File: src/rtl/core/csac_pkg.sv
// Shared constants, command and status types for the clipped square average color block.
`timescale 1ns / 1ps

package csac_pkg;

  // Largest image held in the pixel store
  localparam int MAX_WIDTH  = 256;
  localparam int MAX_HEIGHT = 256;

  // Derived sizes
  localparam int DEPTH  = MAX_WIDTH * MAX_HEIGHT;
  localparam int COL_W  = (MAX_WIDTH > 1) ? $clog2(MAX_WIDTH) : 1;
  localparam int ROW_W  = (MAX_HEIGHT > 1) ? $clog2(MAX_HEIGHT) : 1;
  localparam int ADDR_W = (DEPTH > 1) ? $clog2(DEPTH) : 1;
  localparam int CNT_W  = $clog2(DEPTH + 1);
  localparam int SUM_W  = CNT_W + 8;
  localparam int STEP_W = 3;

  // Fixed field widths
  localparam int COORD_W = 16;
  localparam int SIZE_W  = 9;
  localparam int CFG_W   = 9;
  localparam int CHAN_W  = 8;
  localparam int PIX_W   = 3 * CHAN_W;
  localparam int DIM_W   = COORD_W + 1;

  // Opcodes
  localparam logic OP_WRITE = 1'b0;
  localparam logic OP_QUERY = 1'b1;

  // Configuration register indexes
  localparam logic REG_IMAGE_WIDTH  = 1'b0;
  localparam logic REG_IMAGE_HEIGHT = 1'b1;

  localparam logic [CFG_W-1:0] CFG_RESET = CFG_W'(256);

  typedef enum logic [2:0] {
    ST_CLEAR,
    ST_IDLE,
    ST_EVAL,
    ST_SCAN,
    ST_DRAIN,
    ST_DIV_LOAD,
    ST_DIVIDE,
    ST_RESULT
  } state_t;

  typedef struct packed {
    logic clr_en;
    logic item_load;
    logic eval;
    logic write_en;
    logic scan_en;
    logic div_load;
    logic div_step;
    logic res_load;
  } cmd_t;

  typedef struct packed {
    logic clr_last;
    logic is_query;
    logic in_range;
    logic query_empty;
    logic scan_last;
    logic div_last;
  } sts_t;

endpackage

File: src/rtl/core/csac_ctrl.sv
// Controller state machine: clearing pass, item sequencing and result handoff.
`timescale 1ns / 1ps

module csac_ctrl (
  input  logic              clk,
  input  logic              rst_n,
  input  logic              in_valid,
  output logic              in_ready,
  output logic              out_valid,
  input  logic              out_ready,
  input  csac_pkg::sts_t    sts,
  output csac_pkg::cmd_t    cmd
);

  csac_pkg::state_t state_r, state_nxt;
  logic             out_valid_r, out_valid_nxt;
  logic             res_free;

  assign res_free = !out_valid_r || out_ready;

  // Next state
  always_comb begin
    state_nxt = state_r;
    unique case (state_r)
      csac_pkg::ST_CLEAR: begin
        if (sts.clr_last) state_nxt = csac_pkg::ST_IDLE;
      end
      csac_pkg::ST_IDLE: begin
        if (in_valid) state_nxt = csac_pkg::ST_EVAL;
      end
      csac_pkg::ST_EVAL: begin
        if (sts.is_query && !sts.query_empty) state_nxt = csac_pkg::ST_SCAN;
        else state_nxt = csac_pkg::ST_RESULT;
      end
      csac_pkg::ST_SCAN: begin
        if (sts.scan_last) state_nxt = csac_pkg::ST_DRAIN;
      end
      csac_pkg::ST_DRAIN:    state_nxt = csac_pkg::ST_DIV_LOAD;
      csac_pkg::ST_DIV_LOAD: state_nxt = csac_pkg::ST_DIVIDE;
      csac_pkg::ST_DIVIDE: begin
        if (sts.div_last) state_nxt = csac_pkg::ST_RESULT;
      end
      csac_pkg::ST_RESULT: begin
        if (res_free) state_nxt = csac_pkg::ST_IDLE;
      end
      default: state_nxt = csac_pkg::ST_CLEAR;
    endcase
  end

  // Commands to the datapath
  always_comb begin
    cmd           = '0;
    cmd.clr_en    = (state_r == csac_pkg::ST_CLEAR);
    cmd.item_load = (state_r == csac_pkg::ST_IDLE) && in_valid;
    cmd.eval      = (state_r == csac_pkg::ST_EVAL);
    cmd.write_en  = (state_r == csac_pkg::ST_EVAL) && !sts.is_query && sts.in_range;
    cmd.scan_en   = (state_r == csac_pkg::ST_SCAN);
    cmd.div_load  = (state_r == csac_pkg::ST_DIV_LOAD);
    cmd.div_step  = (state_r == csac_pkg::ST_DIVIDE);
    cmd.res_load  = (state_r == csac_pkg::ST_RESULT) && res_free;
  end

  assign in_ready  = (state_r == csac_pkg::ST_IDLE);
  assign out_valid = out_valid_r;

  // Hold the result until the output transaction completes
  always_comb begin
    out_valid_nxt = out_valid_r;
    if (cmd.res_load) out_valid_nxt = 1'b1;
    else if (out_ready) out_valid_nxt = 1'b0;
  end

  always_ff @(posedge clk) begin
    if (!rst_n) begin
      state_r     <= csac_pkg::ST_CLEAR;
      out_valid_r <= 1'b0;
    end else begin
      state_r     <= state_nxt;
      out_valid_r <= out_valid_nxt;
    end
  end

  // A new result never overwrites one that is still waiting
  assert property (@(posedge clk) disable iff (!rst_n)
    cmd.res_load |-> (!out_valid_r || out_ready))
    else $error("result loaded over a pending output");

  // The scan keeps going until the last pixel of the region is issued
  assert property (@(posedge clk) disable iff (!rst_n)
    (state_r == csac_pkg::ST_SCAN) && !sts.scan_last |=> (state_r == csac_pkg::ST_SCAN))
    else $error("scan left early");

  // The store is written only after the clearing pass and only in range
  assert property (@(posedge clk) disable iff (!rst_n)
    cmd.write_en |-> (sts.in_range && !cmd.clr_en))
    else $error("pixel write out of range or during clear");

endmodule

File: config.mk
export PLATFORM = sky130hd
export DESIGN_NAME = csac_ctrl
export DESIGN_NICKNAME = d
export VERILOG_FILES = /design/src/rtl/core/csac_pkg.sv /design/src/rtl/core/csac_ctrl.sv
export SDC_FILE = /design/constraint.sdc
export NUM_CORES = 1
export LEC_CHECK = 0
export BUFFER_PORTS_ARGS = -buffer_cell sky130_fd_sc_hd__buf_2
export CORE_AREA = 3 3 40 42
export DETAILED_ROUTE_END_ITERATION = 6
export DIE_AREA = 0 0 43 45
export SYNTH_ARGS = -nofsm -noshare
export SYNTH_HDL_FRONTEND = slang
export SYNTH_SLANG_ARGS = --single-unit
File: constraint.sdc
create_clock -name clk -period 1.49 [get_ports clk]
set_clock_uncertainty 0.05 [all_clocks]
set_input_delay 0.298 -clock clk [delete_from_list [all_inputs] [get_ports clk]]
set_output_delay 0.298 -clock clk [all_outputs]
set_load 0.005 [all_outputs]
==> summary.md, run 1 <==
| Metric | Value |
|---|---|
| Status | finished clean |
| Cell Area, Synth | 354 um^2 |
| Max-cap violations | 0 |
| Commonest non-fill, non-tap cell in the layout | buf_2 |
| Via density | between 4 and 5 |
| Most frequent cells in the layout | 18 x buf_2, 5 x nor2_1 |
| Ports | 20 |
| Total core area | between 1000 and 1500 um^2 |
| Internal Dissipation | about 500 uW |
| Top cells by area, synth | dfxtp_1 23%, buf_6 6.4%, nor2_1 5.3% |
| Clock tree sinks | 4 |
| Layout cell share with drive strength beyond 1 | 0.538 |
| Least-Margin Pin Slew | 0.248 ns |
| First-pass GRT wire length | 1440 um |
| Layout filler cell count | 131 |
| Seq/Total Area, Yosys | 0.226 |
| Starting density of the core | 0.276 |
| CP top delay family | simple AND/OR/NAND/NOR gates |
| Ys Warns | 0 |
| Largest net degree at the start of global routing | 15 |
| Port Buffers | 19 |
| FF-to-FF setup slack | 0.20 ns |
| Final Cycle Share | 0.973 |
| Reg2reg path depth | 5 |
| Syn avg cell area | 8.05 um^2 |
| Vias in the first global route | 342 |
| NumNets Final | 77 |
| Area leader, netlist | dfxtp_1 |
| Mapped Cells | between 40 and 50 |
| CP cell instances | nand2b_4, nor4b_4, buf_2 |
| Grt ovf | 0 |
| CP Max Fanout | 4 |
| Minimum clock period | 1.45 ns |
| Crit path from | state_r[2] |
| Initial antenna violation count | 0 |
| Worst setup margin | 0.0407 ns |
| Worst hold stages | 3 |
| Post-synth cell types | 28 |
| Final TNS setup | 0 ns |
| Sequential share of power | 0.268 |
| Syn Nets | 54 |
| Hold path start | rst_n |
| Top cell type's share of synthesized area | 0.226 |
| Min-Delay Path Class | primary input to register |
| Max Slew Vio Count | 0 |
| Crit Path Category | register to primary output |
| Crit. End Element | primary output |
| DRT Wirelength | between 900 and 1000 um |
| Critical Path Source Type | register |
| Die area | 1940 um^2 |
| PnR Total Power | 843 uW |
| Reg2Reg Capture Point | state_r[2] |
| Htree depth | 1 |
| Gate power share | 0.576 |
| Net Sw Power | 345 uW |
| Initial DRT Pass Iterations | 4 |
| Vias | slightly below 400 |
| Final Core Density | 0.414 |
| Root buf cell | clkbuf_4 |
| Arrival time at the worst endpoint | roughly 1.1 ns |
| Final setup fails | 0 |
| Final HPWL DP | around 690 um |
| Hold path endpoint | state_r[1] |
| Number of antenna diodes | 0 |
| RR Startpoint | state_r[2] |
| Die H | 45 um |
| Hold Buf Count CTS | 0 |
| Deepest clock path buffer count | 2 |
| WL/cell | 11.5 um |
| Reg area | 87.6 um^2 |
| Minimum hold slack | ~0.26 ns |
| Crit-path max cell delay | 0.32 ns |
| CP Buf/Inv Count | 1 |
| Clock-pin slew on the worst setup and hold paths | 0.04 ns |
| Switching Fraction | 0.409 |
| Post-route ant nets | 0 |
| Number of buffers created by CTS | 3 |
| Pleak | 0.000268 uW |
| Power Density | 1580 nW/um^2 |
| Clock share of power | 0.156 |
| Worst-skew pair later-pin latency | 0.23 ns |
| CTS tree | yes |
| Slowest CP cell | dfxtp_1 |
| Syn-to-layout area delta | 50.2% |
| Relative slew slack | 0.830 |
| Rows | 13 |
| Total GRT Usage | 0.0990 |
| Yosys reg bits | 4 |
| GP Congestion | approximately 0.75 |
| VDD IR max | 0.000728 V |
| Multi-input gate area | approximately 260 um^2 |
| Die W | 43 um |
| RSZ-0062 raised after global routing | yes |
| Final Hold Viols | 0 |
| Dpl ws | 0.0863 ns |
| CP required | 1.14 ns |
| Residual DRC count | 0 |
| Highest clock rate | 690 MHz |
| DRT iter0 DRCs | 2 |
[synthesized netlist by cell type (all sizes together)]
cell and number:
nor3 3, o21ai 1, nand2 4, a211oi 1, and3 1, nor4b 1
nor3b 2, nand3 1, o211a 1, nor2 6, nand2b 2, a2bb2oi 2
a31oi 1, a21oi 2, or3 1, a311oi 1, nand4b 1, a21boi 1
buf 4, dfxtp 4, nor2b 1, mux2i 1, inv 2
[flip-flops by register name, summed over array words and instances (netlist names)]
signal and cells:
state_r 3, out_valid 1
[routing by layer]
metal  share of wire  up-vias  track usage  wire length, um
met5               0        -            0                0
met4               0        0       0.0361                0
met3           0.082        0       0.0398               75
met2            0.50       16        0.153              457
met1            0.42      169        0.125              386
li1                -      203            -                -
[cell type report]
cell class	count	area share
Sequential cell	4	0.165
Multi-Input combinational cell	34	0.496
Inverter	2	0.0141
Tap cell	15	0.0353
Timing Repair Buffer	22	0.247
Clock buffer	3	0.0424
[power by group through the flow]
| stage | Clock (uW) | Sequential [uW] | Combinational (uW) |
|---|---|---|---|
| after floorplan | 0 | 176 | 333 |
| after global placement | 0 | 196 | 406 |
| after detailed placement | 0 | 198 | 403 |
| after CTS | 136 | 208 | 420 |
| after global routing | 155 | 236 | 534 |
| final | 132 | 226 | 486 |
[worst register-to-register path, cell delays in order, from the launching register on]
cell	delay, ns
dfxtp_1	0.35
buf_6	0.17
nor2b_1	0.07
a211oi_2	0.24
a21oi_1	0.09
o211a_1	0.21
[what timing repair did]
item / CTS / global route
buffers inserted: 0 / 1
gates resized for setup: 4 / 8
setup endpoints to repair: 6 / 6
pin swaps: 0 / 1
[cells by family after synthesis]
group,count (synthesis),synth area share
buffers and inverters,6,0.120
AND/OR/NAND/NOR,23,0.406
AO/OA/AOI/OAI,10,0.219
flip-flops,4,0.226
multiplexers,1,0.0283
[worst max-delay path by stage]
stage | to | slack, ns | depth (start not counted)
finish | cmd[4] | 0.04 | 3
global route | cmd[0] | -0.01 | 4
CTS | cmd[6] | 0.01 | 4
detailed placement | state_r[2] | 0.09 | 4
global placement | state_r[0] | 0.10 | 4
floorplan | cmd[4] | 0.27 | 3
[metrics by stage]
stage | instances | instance area, um^2
3_3_place_gp | 76 | 448
5_1_grt | 80 | 532
6_report | 80 | 532
3_5_place_dp | 76 | 448
2_1_floorplan | 44 | 354
4_1_cts | 79 | 487
No activity file was read; power rests on OpenSTA's default activity.
==> run 2: changes to the inputs <==
--- a/config.mk
+++ b/config.mk
@@ -6,9 +6,9 @@
 export NUM_CORES = 1
 export LEC_CHECK = 0
 export BUFFER_PORTS_ARGS = -buffer_cell sky130_fd_sc_hd__buf_2
-export CORE_AREA = 3 3 40 42
+export CORE_AREA = 5 5 42 44
 export DETAILED_ROUTE_END_ITERATION = 6
-export DIE_AREA = 0 0 43 45
+export DIE_AREA = 0 0 47 49
 export SYNTH_ARGS = -nofsm -noshare
 export SYNTH_HDL_FRONTEND = slang
 export SYNTH_SLANG_ARGS = --single-unit
==> summary.md, run 2 (synthesized netlist as in run 1, its figures left out) <==
| Metric | Value |
|---|---|
| Number of flip-flops in the largest register | 3 (unchanged) |
| WL/cell | 11.1 um (-3.3%) |
| CP top delay family | simple AND/OR/NAND/NOR gates |
| Final setup fails | 0 (unchanged) |
| Initial DRT Pass Iterations | 2 (-2) |
| Highest clock rate | 696 MHz (+0.87%) |
| Minimum clock period | 1.44 ns (-0.0125 ns) |
| Final Core Density | 0.378 (-0.0361) |
| Pleak | 0.000271 uW (+0.89%) |
| Deepest clock path buffer count | 2 (unchanged) |
| Post-route ant nets | 0 (unchanged) |
| Least-Margin Pin Slew | 0.245 ns (-0.00333 ns) |
| Commonest non-fill, non-tap cell in the layout | buf_2 |
| Max-cap violations | 0 (unchanged) |
| Clock tree sinks | 4 (unchanged) |
| Via density | 4.82 (-0.63%) |
| Initial antenna violation count | 0 (unchanged) |
| First-pass GRT wire length | 1460 um (+1.9%) |
| Crit-path max cell delay | 0.33 ns (about the same) |
| Total core area | 1400 um^2 (+9.1%) |
| Critical Path Source Type | register |
| CTS tree | yes |
| Die area | 2300 um^2 (+19%) |
| Met3 GRT Util | 0 (-0.0398) |
| Relative slew slack | 0.832 (+0.00228) |
| Die W | 47 um (+9.3%) |
| Htree depth | 1 (unchanged) |
| GP Congestion | 0.823 (+9.4%) |
| Most flop-heavy register | state_r |
| CP required | 1.14 ns (about the same) |
| Min-Delay Path Class | primary input to register |
| DRT Wirelength | 923 um (+0.33%) |
| Layout cell share with drive strength beyond 1 | 0.567 (+0.0287) |
| Final Cycle Share | 0.964 (-0.00838) |
| Die H | 49 um (+8.9%) |
| VDD IR max | 0.000623 V (-15%) |
| Max Slew Vio Count | 0 (unchanged) |
| Most frequent cells in the layout | 19 x buf_2, 5 x nor2_1, 4 x buf_4 |
| Residual DRC count | 0 (unchanged) |
| Syn-to-layout area delta | 49.5% |
| CP Max Fanout | 4 (unchanged) |
| Arrival time at the worst endpoint | 1.09 ns (about the same) |
| NumNets Final | 79 (+2.6%) |
| Root buf cell | clkbuf_4 |
| Crit. End Element | primary output |
| Rows | 14 (+1) |
| Number of antenna diodes | 0 (unchanged) |
| Final HPWL DP | 735 um (+6.0%) |
| Starting density of the core | 0.253 (-0.0229) |
| Vias in the first global route | 384 (+12%) |
| Total GRT Usage | 0.0873 (-0.0117) |
| CP Buf/Inv Count | 1 (unchanged) |
| Multi-input gate area | 254 um^2 (-3.8%) |
| PnR Total Power | 844 uW (+0.16%) |
| M2 GR Usage | 0.113 (-0.0396) |
| Slowest CP cell | dfxtp_2 |
| Status | finished clean |
| Final Hold Viols | 0 (unchanged) |
| CP cell instances | nand2b_4, nor4b_2, buf_2 |
| DRT iter0 DRCs | 4 (+2) |
| Largest net degree at the start of global routing | 15 (unchanged) |
| Crit Path Category | register to primary output |
| Reg area | 88.8 um^2 (+1.4%) |
| Layout filler cell count | 162 (+24%) |
| Grt ovf | 0 (unchanged) |
| Clock-pin slew on the worst setup and hold paths | 0.04 ns (about the same) |
| Power Density | 1590 nW/um^2 (+0.63%) |
| Placed Area | 464 um^2 (+3.6%) |
| Port Buffers | 19 (unchanged) |
| Most used routing layer | met1 |
| Vias | 400 (+3.1%) |
| Post-route cell area | 529 um^2 (-0.47%) |
| RSZ-0062 raised after global routing | no |
| GR Layer Usage met1 | 0.116 (-0.00877) |
| Ports | 20 (unchanged) |
| Worst-skew pair later-pin latency | 0.24 ns (about the same) |
| Number of buffers created by CTS | 3 (unchanged) |
## run 2: power by group
| group | leakage, uW | internal [uW] | switching (uW) |
|---|---|---|---|
| Combinational | 0.000223 | 254 | 221 |
| Clock | 0.0000138 | 90.4 | 49.0 |
| Sequential | 0.0000345 | 156 | 73.7 |
## run 2: worst paths after layout
kind	endpoint	slack, ns	from	depth (start not counted)
worst max-delay path	cmd[4]	0.05	state_r[2]	3
worst min-delay path	state_r[1]	0.26	rst_n	3
worst max register to register	state_r[2]	0.25	state_r[1]	5
worst min register to register	state_r[0]	0.51	state_r[0]	1
## run 2: timing repair
item | CTS | global route
pin swaps | 0 | 1
gates resized for setup | 6 | 4
setup buffers | 0 | 1
hold buffers | 0 | 0
setup endpoints to repair | 6 | 5
## run 2: final cells by class
class	instances	area share
Timing Repair Buffer	24	0.258
Tap cell	16	0.0378
Inverter	2	0.0142
Clock buffer	3	0.0426
Multi-Input combinational cell	34	0.480
Sequential cell	4	0.168
## run 2: worst register-to-register path: cells and delay by family (launching register included)
kind / cells / cell delay (ns)
buffers and inverters: 1 / 0.14
AOI/OAI and AO/OA: 1 / 0.14
and+or+nand+nor: 3 / 0.47
DFF: 1 / 0.38
## run 2: stage by stage
step	cells	worst slack (ns)	TNS (ns)	hold slack, ns
finish	83	0.0532	0	0.259
global route	83	0.00386	0	0.273
CTS	82	-0.00389	-0.00690	0.253
detailed placement	79	0.0792	0	0.497
global placement	79	0.123	0	0.497
floorplan	44	0.269	0	0.366
## run 2: per-layer routing
layer | vias to the layer above | share of wire
met3 | 3 | 0.081
met5 | - | 0
li1 | 206 | -
met1 | 175 | 0.44
met4 | 0 | 0.033
met2 | 16 | 0.45
